File: config.mk
export PLATFORM = sky130hd
export DESIGN_NAME = dscc_set_mem
export DESIGN_NICKNAME = d
export VERILOG_FILES = /design/src/rtl/dscc_pkg.sv /design/src/rtl/dscc_set_mem.sv
export SDC_FILE = /design/constraint.sdc
export NUM_CORES = 1
export LEC_CHECK = 0
export BUFFER_PORTS_ARGS = -buffer_cell sky130_fd_sc_hd__buf_2
export CAP_MARGIN = 40
export CORE_MARGIN = 2
export CORE_UTILIZATION = 25
export CTS_CLUSTER_SIZE = 28
export DETAILED_ROUTE_END_ITERATION = 10
export MAX_ROUTING_LAYER = met4
export REMOVE_ABC_BUFFERS = 1
export SKIP_CTS_REPAIR_TIMING = 1
export SYNTH_ARGS = -nofsm -noshare
export SYNTH_HDL_FRONTEND = slang
export SYNTH_SLANG_ARGS = --single-unit
File: constraint.sdc
create_clock -name clk_i -period 2.5 [get_ports clk_i]
set_input_delay 0.125 -clock clk_i [delete_from_list [all_inputs] [get_ports clk_i]]
set_output_delay 0.125 -clock clk_i [all_outputs]
set_load 0.005 [all_outputs]
File: src/rtl/dscc_pkg.sv
// Package for the sectored cache controller: geometry constants, result codes and
// index-width helpers; the row layout is defined in the top level. No dependencies.
package dscc_pkg;

  localparam int unsigned DefNumSets       = 64;
  localparam int unsigned DefNumWays       = 4;
  localparam int unsigned DefTagsPerWay    = 2;
  localparam int unsigned DefSectorsPerWay = 4;
  localparam int unsigned DefBlockBytes    = 32;
  localparam int unsigned DefAddrWidth     = 32;

  // result kinds
  localparam logic [1:0] KindHit  = 2'd0;
  localparam logic [1:0] KindFill = 2'd1;
  localparam logic [1:0] KindWb   = 2'd2;

  // miss classes
  localparam logic [1:0] ClassNone   = 2'd0;
  localparam logic [1:0] ClassBlock  = 2'd1;
  localparam logic [1:0] ClassSector = 2'd2;

  // bit width of an index into n things, at least 1
  function automatic int unsigned idx_w(input int unsigned n);
    int unsigned b;
    b = 0;
    while ((1 << b) < n) b++;
    return (b == 0) ? 1 : b;
  endfunction

  // number of address bits a field of n values takes, 0 for n == 1
  function automatic int unsigned fld_w(input int unsigned n);
    int unsigned b;
    b = 0;
    while ((1 << b) < n) b++;
    return b;
  endfunction

endpackage

File: src/rtl/dscc_set_mem.sv
// Set memory: one row per set, holding all ways' tags, sector bits and LRU ages.
// Synchronous, one write port and one registered read port. Depends on dscc_pkg.
module dscc_set_mem
  import dscc_pkg::*;
#(
  parameter int unsigned Depth = DefNumSets,
  parameter int unsigned Width = 8
) (
  input  logic                   clk_i,
  input  logic                   rd_en_i,
  input  logic [idx_w(Depth)-1:0] rd_addr_i,
  output logic [Width-1:0]       rd_data_o,
  input  logic                   wr_en_i,
  input  logic [idx_w(Depth)-1:0] wr_addr_i,
  input  logic [Width-1:0]       wr_data_i
);

  logic [Width-1:0] mem_q [Depth];

  // write port
  always_ff @(posedge clk_i) begin
    if (wr_en_i) mem_q[wr_addr_i] <= wr_data_i;
  end

  // registered read port
  always_ff @(posedge clk_i) begin
    if (rd_en_i) rd_data_o <= mem_q[rd_addr_i];
  end

endmodule

[Word level (Yosys, flattened, before mapping)]
Memory sizes are Yosys's and may differ from the RTL's. A register that Yosys moved wholly into a read port is not among the register bits.
Cells that the tools add are included.
Storage, ports and cells
  register bits: 0
  bits in writable memories: 512
  input bits: 23
  output and inout bits: 8
  logic and storage cells: 3
  memories: 1
Operators by class
  muxes and demuxes: 2
Memories
  mem_q: words 64, width 8, read ports 1, clocked after memory_dff 1, wr ports 1, line dscc_set_mem.sv:18  | logic [Width-1:0] mem_q [Depth];
Operators by type and width (number)
  1-bit two-way mux: 2

[Depth between registers and ports, before layout]
Gate-level depths: netlist (run 1).
  word-level depth: 2
  depth in mapped cells: 9
  gate-level depth less buffers: 5

[Worst setup path after synthesis (run 1)]
OpenSTA, ideal clock, no wires.
  path kind: input to register
  from: in rd_addr_i[1]
  to: reg rd_data_o[3] (read register of mem_q) (data pin)
  library setup time: 0.266 ns
  arrival: 1.665 ns
  data required time: 2.234 ns
  path slack: 0.569 ns
  stages on the path: 7
  buffers on the path: 3
  path through: buf_4 buf_2 buf_2 mux4_2 mux4_2 o21ai_1 o41ai_1
RTL lines
  from (decl): line dscc_set_mem.sv:11  | input logic [idx_w(Depth)-1:0] rd_addr_i,
  to (decl): line dscc_set_mem.sv:12  | output logic [Width-1:0] rd_data_o,

==> metrics.cfg, run 1 <==
[critical_path]
cp.required_ps = 2830
path_buf_inv = 0
crit_family = multiplexers
crit_path_end_kind = flop
worst-path-max-fanout = 1
worst_setup_path_start_kind = flop
critPathArrivalTime_ps = 2460
crit_path_top_delay_cell = mux4_2
slowest_delay_ps = 470
critical_path_class = flop to flop
crit_path_cell_trace = mux4_2 -> mux2_2 -> o221a_2 -> nor3_1 -> o32ai_1

[global_route]
grt-busiest-layer = met2
grt.met1_usage_pct = 16.2
grt_use_met3_pct = 1.99
met2_usage_pct = 18.4
grt_pass1_wl_mm = 70.8
grt_pass1_vias = 10145
grt_max_degree = 53
antenna_found_initial = 0
track_usage_pct = 11.9
gr-total-overflow = 0

[place]
gp_congestion = 0.779
io_buffers = 30
hpwl_mm = 31.7
dp_slack_ps = 68.8

[floorplanning]
dieArea_um2 = 83300
pin_count = 31
core_um2 = 80400
chipHeight_um = 289
initial_utilization_pct = 25.2
dieWidth_um = 289
fp-row-count = 104

[synthesis]
ys.flop_type = edfxtp_1
ys_warn_count = 0
synth_edf_count = 520
async_reset_ff_share_pct = 0
ys_ff_latch = 520
syn_area_per_cell_um2 = 21.5
netlist_instances = 940
synth_area_um2 = 20200
seq_area_frac_synth_pct = 77.1
synth_cell_type_count = 39

[clock_network]
cts_buffer_depth = 3
cts_root_buf = clkbuf_16
cts_buffers = 51
cts-htree-levels = 2
cts_tree = yes
clkTransAtPathRegs_ps = 60
clock_sinks = 520
clk_latency_ps = 590

[finish]
drive_above_1_share_pct = 31.1
seq_area_um2 = 15600
diodes = 0
multi_input_area_um2 = 4320
area_growth_pct = 18.6
layout_commonest_cell = edfxtp_1
nets = 1120
mostFrequentLayoutCells = edfxtp_1, mux4_2, buf_4
num-fill-cells = 7826

[sta]
period_share_pct = 85.4
max_freq_mhz = 468
finalWorstSetupSlack_ps = 365
maxSlewHeadroom_pct = 42.5
period_needed_ps = 2130
fin_skew_ps = 18.8
hold_viol = 0
drv_slew = 0
setup_tns_ps = 0
rsz0062_at_grt = no
worst_slew_pin_slew_ps = 859
setup_viol = 0

[pwr]
ir_drop_mv = 0.475
power_density_nw_per_um2 = 740
power_leakage_nw = 7.51

[route]
routedWlPerCell_um = 21.9
num_vias = 9934
drt-pass1-iter-count = 5
vias_per_cell = 4.54
wl_mm = 47.9
ant_nets = 0
route.detailed.drc = 0
drtIter0Drc = 942

[status]
status = complete, no violations

[flow_run]
drv_cap = 0

[hold_path]
hold_class = primary input to flop

cells by family (layout without fill, tap and decap cells):
logic type | after synthesis | count (layout) | synth area share (%)
flip-flops | 520 | 520 | 77.1
AO/OA/AOI/OAI | 54 | 54 | 2.06
multiplexers | 162 | 162 | 15.9
buffers and inverters | 51 | 240 | 1.56
AND/OR/NAND/NOR | 153 | 153 | 3.37
metal layers:
| metal | wire, um | up-vias |
|---|---|---|
| li1 | - | 4251 |
| met1 | 21200 | 5330 |
| met2 | 22900 | 285 |
| met3 | 2670 | 68 |
| met4 | 1120 | 0 |
| met5 | 0 | - |
where the power goes:
group | switching (mW) | internal (mW) | total (mW)
Clock | 3.10 | 4.02 | 7.12
Combinational | 0.572 | 0.391 | 0.963
Sequential | 0.0322 | 9.67 | 9.70
Total | 3.71 | 14.1 | 17.8
state kept, by name (all words and copies together) (netlist names):
register,flops
rd_data_o,8
mem_q,512
worst register-to-register path: stages, from the launching register on:
cell and delay [ps]:
edfxtp_1 370, mux4_2 470, mux2_2 290, o221a_2 280, nor3_1 330, o32ai_1 140
final cells by class:
type                            instances  area share, %
Sequential cell                       520           65.0
Tap cell                             1060           5.52
Clock buffer                           62           5.66
Timing Repair Buffer                  155           5.22
Multi-Input combinational cell        369           18.0
Clock inverter                         23          0.620
final timing paths:
kind	slack [ps]	cells past startpoint	from	endpoint
hold reg to reg	920	3	mem_q[27][4]	rd_data_o[4]
setup / recovery	370	5	mem_q[29][4]	rd_data_o[4]
setup reg to reg	370	5	mem_q[29][4]	rd_data_o[4]
hold / removal	110	1	wr_data_i[2]	mem_q[12][2]
Yosys cell counts, types with 4 or more instances:
cell	n	area [um^2]
edfxtp_1	520	15600
mux4_2	126	2840
nor2_1	83	312
mux2i_1	23	230
nand2_1	19	71.3
clkbuf_1	17	63.8
nor2b_1	14	87.6
buf_4	13	97.6
mux2_2	13	146
nand3_1	13	65.1
buf_2	11	55.1
o221ai_1	8	70.1
o22ai_1	8	50.1
nand2b_1	7	43.8
nor3_1	7	35.0
a221oi_1	6	52.6
a211oi_1	4	30.0
buf_1	4	15.0
buf_6	4	45.0
per-stage QoR:
stage          utilization (%)  std cells  power [mW]  hold slack [ps]  instance area, um^2
6_report                  29.9       2189        17.8              115                24000
4_1_cts                   29.8       2183        17.9             -265                24000
2_1_floorplan                -        889        10.2              224                19900
3_3_place_gp              27.8       2095        10.8              360                22400
3_5_place_dp              27.9       2098        10.8              357                22500
5_1_grt                   29.9       2189        18.3              136                24000
Note: power is estimated with default switching activity, not from simulation.
==> run 2, diff against run 1 <==
Settings changed: ABC_AREA set to 1, CTS_CLUSTER_SIZE 28 to unset, GPL_TIMING_DRIVEN set to 0.
==> run 2 against run 1 <==
  * The flow now finishes with violations (negative hold slack)
  * Sequential power is essentially flat
  * Utilization shrank 1.2 points
  * Clock power grew 5.3%
  * Critical endpoint is now rd_data_o[0]
==> metrics.cfg, run 2 <==
[status]
status = finished, violations left  ; was complete, no violations
violations = negative hold slack

[sta]
drv_slew = 0  ; unchanged
hold_viol = 2  ; was 0
setup_tns_ps = 0  ; unchanged
hold_ws_ps = -2.73  ; was 115 ps
period_share_pct = 87.0  ; was 85.4%
fin_skew_ps = 16.7  ; was 18.8 ps
worst_slew_pin_slew_ps = 891  ; was 859 ps
period_needed_ps = 2180  ; was 2130 ps
max_freq_mhz = 460  ; was 468 MHz
maxSlewHeadroom_pct = 40.3  ; was 42.5%
setup_viol = 0  ; unchanged
rsz0062_at_grt = no  ; unchanged

[pwr]
switching_share_pct = 22.1  ; was 20.8%
clkPwrFrac_pct = 40.9  ; was 40.0%
power_leakage_nw = 8.46  ; was 7.51 nW
p_switching_mw = 4.04  ; was 3.71 mW
power_frac_seq_pct = 52.9  ; was 54.5%
p_int_mw = 14.3  ; was 14.1 mW
comb_power_share_pct = 6.2  ; was 5.4%
total_power_mw = 18.3  ; was 17.8 mW
ir_drop_mv = 0.636  ; was 0.475 mV
power_density_nw_per_um2 = 750  ; was 740 nW/um^2

[finish]
drive_above_1_share_pct = 7.78  ; was 31.1%
fin_cells = 2996  ; was 2,189
largest_register_ffs = 512  ; unchanged
nets = 1836  ; was 1,120
num-fill-cells = 8612  ; was 7,826
layout_commonest_cell = nand2_1  ; was edfxtp_1
final_cell_area_um2 = 24400  ; was 24,000 um^2
top_register = mem_q  ; unchanged
mostFrequentLayoutCells = nand2_1, edfxtp_1, nand3_1  ; was edfxtp_1, mux4_2, buf_4
area_growth_pct = 13.9  ; was 18.6%
largestRegisters = mem_q: 512 flops, rd_data_o: 8 flops  ; unchanged

[critical_path]
cp.required_ps = 2810  ; was 2830 ps
critPathArrivalTime_ps = 2480  ; was 2460 ps
slowest_delay_ps = 530  ; was 470 ps
crit_path_cell_trace = buf_6 -> buf_16 -> inv_6 -> buf_16 -> nand3_1 -> nand3_1 -> nand2_1 -> nand2_1 -> nand3_1 -> nand3_1 -> nand2_1  ; was mux4_2 -> mux2_2 -> o221a_2 -> nor3_1 -> o32ai_1
worst-path-max-fanout = 91  ; was 1
worst_setup_path_start_kind = primary input  ; was flop
crit_top_cell = nand3_1
r2r_start = mem_q[19][0]  ; was mem_q[29][4]
rrSetupSlack_ps = 880  ; was 370 ps
crit_path_top_delay_cell = inv_6  ; was mux4_2
critical_path_class = primary input to flop  ; was flop to flop
reg2regPathDepth = 8  ; was 5
r2r-end = rd_data_o[0]  ; was rd_data_o[4]
crit_path_end_kind = flop  ; unchanged

[route]
routedWlPerCell_um = 17.6  ; was 21.9 um
num_vias = 13436  ; was 9,934
route.detailed.drc = 0  ; unchanged
drt-pass1-iter-count = 5  ; unchanged
wl_mm = 52.6  ; was 47.9 mm
vias_per_cell = 4.48  ; was 4.54
drtIter0Drc = 1225  ; was 942
ant_nets = 0  ; unchanged

[clock_network]
cts_buffers = 54  ; was 51
cts-htree-levels = 2  ; unchanged
clk_latency_ps = 600  ; was 590 ps
clock_sinks = 520  ; unchanged
clkTransAtPathRegs_ps = 60  ; about the same
cts_buffer_depth = 3  ; unchanged
cts_root_buf = clkbuf_16  ; unchanged
cts_tree = yes  ; unchanged

[floorplanning]
chipHeight_um = 297  ; was 289 um
pin_count = 31  ; unchanged
core_um2 = 85000  ; was 80,400 um^2
dieWidth_um = 297  ; was 289 um
fp-row-count = 107  ; was 104
dieArea_um2 = 88000  ; was 83,300 um^2
initial_utilization_pct = 25.2  ; about the same

[global_route]
grt_pass1_vias = 12572  ; was 10.1k
grt_max_degree = 147  ; was 53
gr-total-overflow = 0  ; unchanged
track_usage_pct = 12.0  ; was 11.9%
antenna_found_initial = 2  ; was 0
grt_pass1_wl_mm = 79.1  ; was 70.8 mm

[hold_path]
hold_end = mem_q[54][3]  ; was mem_q[12][2]
hold_class = primary input to flop  ; unchanged
hold_start = wr_addr_i[0]  ; was wr_data_i[2]
hold_depth = 2  ; was 1

[synthesis]
syn_area_per_cell_um2 = 11.9  ; was 21.5 um^2
synth_area_leaders = edfxtp_1, nand2_1, nand3_1, buf_6, nor2_1  ; was edfxtp_1, mux4_2, nor2_1, mux2i_1, mux2_2
synth_edf_count = 520  ; unchanged
synth_area_um2 = 21400  ; was 20,200 um^2
netlist_instances = 1805  ; was 940
synth_top_cell_area_share_pct = 72.9  ; was 77.1%
synth_most_common_cell = nand2_1  ; was edfxtp_1
ys.flop_type = edfxtp_1  ; unchanged
seq_area_frac_synth_pct = 72.9  ; was 77.1%
ys_ff_latch = 520  ; unchanged
netlist_top_cells_count = nand2_1, edfxtp_1, nand3_1  ; was edfxtp_1, mux4_2, nor2_1
synth_cell_type_count = 15  ; was 39
ys_warn_count = 0  ; unchanged
async_reset_ff_share_pct = 0  ; unchanged
synth_top_area_cell = edfxtp_1  ; unchanged

[place]
hpwl_mm = 30.7  ; was 31.7 mm
dp.cells = 2899  ; was 2,098
dpl-instance-area_um2 = 22700  ; was 22,500 um^2
io_buffers = 30  ; unchanged
gp_congestion = 0.784  ; was 0.779

[flow_run]
drv_cap = 0  ; unchanged

[run 2: worst max path at each step]
stage / from / endpoint / depth (start not counted)
6_report: rd_addr_i[1] / rd_data_o[0] / 11
5_1_grt: rd_addr_i[1] / rd_data_o[2] / 11
4_1_cts: rd_addr_i[0] / rd_data_o[7] / 11
3_5_place_dp: rd_addr_i[0] / rd_data_o[3] / 11
3_3_place_gp: rd_addr_i[0] / rd_data_o[0] / 10
2_1_floorplan: rd_addr_i[1] / rd_data_o[7] / 8
[run 2: cell families after synthesis]
| kind of cell | Yosys count | share of synthesized area, % |
|---|---|---|
| buffers and inverters | 125 | 4.01 |
| flip-flops | 520 | 72.9 |
| AND/OR/NAND/NOR | 1160 | 23.1 |
[run 2: power by group through the flow]
stage | logic (mW) | registers [mW] | clock network [mW]
floorplan | 0.487 | 9.87 | 0
global placement | 1.12 | 9.87 | 0
global route | 1.25 | 9.69 | 7.93
CTS | 1.14 | 9.68 | 7.61
finish | 1.13 | 9.68 | 7.50
detailed placement | 1.13 | 9.87 | 0
[run 2: per-stage QoR]
| step | worst slack, ps | util (%) |
|---|---|---|
| after floorplan | -282 | - |
| after global placement | -5940 | 26.1 |
| after detailed placement | -440 | 26.8 |
| after CTS | 197 | 28.7 |
| after global routing | 120 | 28.7 |
| final | 325 | 28.7 |
[run 2: critical path: cells and delay by family]
kind / cells / cell delay, ps
buffers and inverters: 4 / 1350
AND/OR/NAND/NOR: 7 / 880
[run 2: layout make-up]
class / count / area [um^2] / area share, %
clock buffer: 68 / 1470 / 6.01
timing repair buffer: 65 / 664 / 2.72
multi-input combinational: 1160 / 5000 / 20.5
tap: 1144 / 1430 / 5.86
antenna: 1 / 2.50 / 0.0103
clock inverter: 26 / 168 / 0.687
inverter: 12 / 62.6 / 0.256
sequential: 520 / 15600 / 64.0
[run 2: metal layers]
layer | GRT usage, % | vias to the layer above | wire, um
met5 | - | - | 0
met4 | 3.64 | 0 | 1240
met3 | 2.19 | 82 | 3590
met2 | 18.6 | 435 | 24500
met1 | 16.1 | 6544 | 23300
li1 | - | 6375 | -
==> run 3, diff against run 2 <==
Settings changed: ABC_CLOCK_PERIOD_IN_PS set to 2500, MAX_ROUTING_LAYER met4 to unset.
==> run 3 against run 2 <==
  * The flow now finishes without violations
  * Die area did not move
  * Global-route usage fell by 0.36 points
  * Utilization barely moved
  * Register-to-register slack barely moved
  * Critical endpoint is now rd_data_o[2]
==> metrics.cfg, run 3 (synthesis gave the netlist of run 2 again) <==
[sta]
period_needed_ps = 2160  ; was 2180 ps
hold_ws_ps = 0.827  ; was -2.73 ps
hold_viol = 0  ; was 2
setup_tns_ps = 0  ; unchanged
maxSlewHeadroom_pct = 39.3  ; was 40.3%
finalWorstSetupSlack_ps = 343  ; was 325 ps
max_freq_mhz = 464  ; was 460 MHz
drv_slew = 0  ; unchanged
worst_slew_pin_slew_ps = 907  ; was 891 ps
period_share_pct = 86.3  ; was 87.0%
fin_skew_ps = 14.4  ; was 16.7 ps
rsz0062_at_grt = no  ; unchanged
setup_viol = 0  ; unchanged

[critical_path]
worst_setup_path_start_kind = primary input  ; unchanged
crit_family = buffers and inverters  ; unchanged
crit_top_cell = nand3_1  ; unchanged
path_buf_inv = 4  ; unchanged
cp.required_ps = 2830  ; was 2810 ps
critical_path_class = primary input to flop  ; unchanged
worst-path-max-fanout = 91  ; unchanged
crit_path_top_delay_cell = inv_6  ; unchanged
crit_path_end_kind = flop  ; unchanged
critPathArrivalTime_ps = 2490  ; was 2480 ps
slowest_delay_ps = 520  ; was 530 ps
crit_path_cell_trace = buf_6 -> buf_16 -> inv_6 -> buf_16 -> nand3_1 -> nand3_1 -> nand2_1 -> nand2_1 -> nand3_1 -> nand3_1 -> nand2_1  ; unchanged

[pwr]
power_frac_seq_pct = 52.9  ; about the same
total_power_mw = 18.3  ; about the same
comb_power_share_pct = 6.2  ; about the same
ir_drop_mv = 0.620  ; was 0.636 mV
power_density_nw_per_um2 = 750  ; about the same
p_switching_mw = 4.04  ; about the same
p_int_mw = 14.3  ; about the same
clkPwrFrac_pct = 40.9  ; about the same
power_leakage_nw = 8.46  ; about the same
switching_share_pct = 22.1  ; about the same

[finish]
drive_above_1_share_pct = 7.78  ; unchanged
largestRegisters = mem_q: 512 flops, rd_data_o: 8 flops  ; unchanged
largest_register_ffs = 512  ; unchanged
area_growth_pct = 13.9  ; about the same
diodes = 0  ; was 1
nets = 1836  ; unchanged
mostFrequentLayoutCells = nand2_1, edfxtp_1, nand3_1  ; unchanged
num-fill-cells = 8613  ; was 8,612
top_register = mem_q  ; unchanged
layout_commonest_cell = nand2_1  ; unchanged
fin_cells = 2995  ; was 2,996

[place]
dp_slack_ps = -440  ; unchanged
io_buffers = 30  ; unchanged
hpwl_mm = 30.7  ; unchanged
gp_congestion = 0.774  ; was 0.784
dp.cells = 2899  ; unchanged

[global_route]
grt_pass1_vias = 12590  ; about the same
gr-total-overflow = 0  ; unchanged
grt_max_degree = 147  ; unchanged
track_usage_pct = 11.7  ; was 12.0%
grt_pass1_wl_mm = 79.1  ; about the same
antenna_found_initial = 2  ; unchanged

[route]
wl_mm = 52.8  ; was 52.6 mm
drt-pass1-iter-count = 6  ; was 5
routedWlPerCell_um = 17.6  ; about the same
ant_nets = 0  ; unchanged
vias_per_cell = 4.48  ; about the same
num_vias = 13430  ; about the same
route.detailed.drc = 0  ; unchanged
drtIter0Drc = 1293  ; was 1,225

[clock_network]
cts_root_buf = clkbuf_16  ; unchanged
cts-htree-levels = 2  ; unchanged
clock_sinks = 520  ; unchanged
cts_tree = yes  ; unchanged
clk_latency_ps = 600  ; about the same
clkTransAtPathRegs_ps = 60  ; about the same
cts_buffer_depth = 3  ; unchanged
cts_buffers = 54  ; unchanged

[hold_path]
hold_class = primary input to flop  ; unchanged

[floorplanning]
dieArea_um2 = 88000  ; unchanged
fp-row-count = 107  ; unchanged
core_um2 = 85000  ; unchanged
chipHeight_um = 297  ; unchanged
initial_utilization_pct = 25.2  ; unchanged
dieWidth_um = 297  ; unchanged
pin_count = 31  ; unchanged

[flow_run]
drv_cap = 0  ; unchanged

[status]
status = complete, no violations  ; was finished, violations left

[run 3: cell count changes in the layout (fill, tap and decap cells not counted)]
cell and delta:
diode_2 -1
[run 3: worst reg2reg max path, cell delays in order, from the launching register on]
cell and delay (ps):
edfxtp_1 350, nand2_1 80, nand3_1 120, nand3_1 140, nand2_1 70, nand2_1 70, nand3_1 150, nand3_1 220
nand2_1 150
[run 3: path summary, 6_finish.rpt]
path / start / endpoint / slack [ps] / depth (start not counted)
max: rd_addr_i[1] / rd_data_o[2] / 340 / 11
min: wr_addr_i[0] / mem_q[54][3] / 0.8 / 2
max reg2reg: mem_q[19][0] / rd_data_o[0] / 870 / 8
min reg2reg: mem_q[12][5] / rd_data_o[5] / 930 / 8
[run 3: power by group through the flow]
stage	sequential (mW)	clock, mW	combinational (mW)
after detailed placement	9.87	0	1.13
after floorplan	9.87	0	0.487
after CTS	9.68	7.61	1.14
after global placement	9.87	0	1.12
final	9.68	7.50	1.13
after global routing	9.69	7.93	1.25
[run 3: cell type report]
type,count,area (um^2),share of cell area [%]
well taps,1144,1430,5.87
flip-flops and latches,520,15600,64.0
inverters,12,62.6,0.256
clock inverters,26,168,0.687
clock buffers,68,1470,6.01
multi-input cells,1160,5000,20.5
repair buffers,65,664,2.72
[run 3: through the flow]
stage | util (%) | instance area, um^2
after floorplan | - | 20600
after global placement | 26.1 | 22200
after detailed placement | 26.8 | 22700
after CTS | 28.7 | 24400
after global routing | 28.7 | 24400
final | 28.7 | 24400
[run 3: metal layers]
layer,GRT usage (%),part of all wire [%],up-vias
met5,0,0.025,-
met4,3.70,2.3,2
met3,2.22,7.0,76
met2,18.6,47,452
met1,16.0,44,6528
li1,-,-,6372
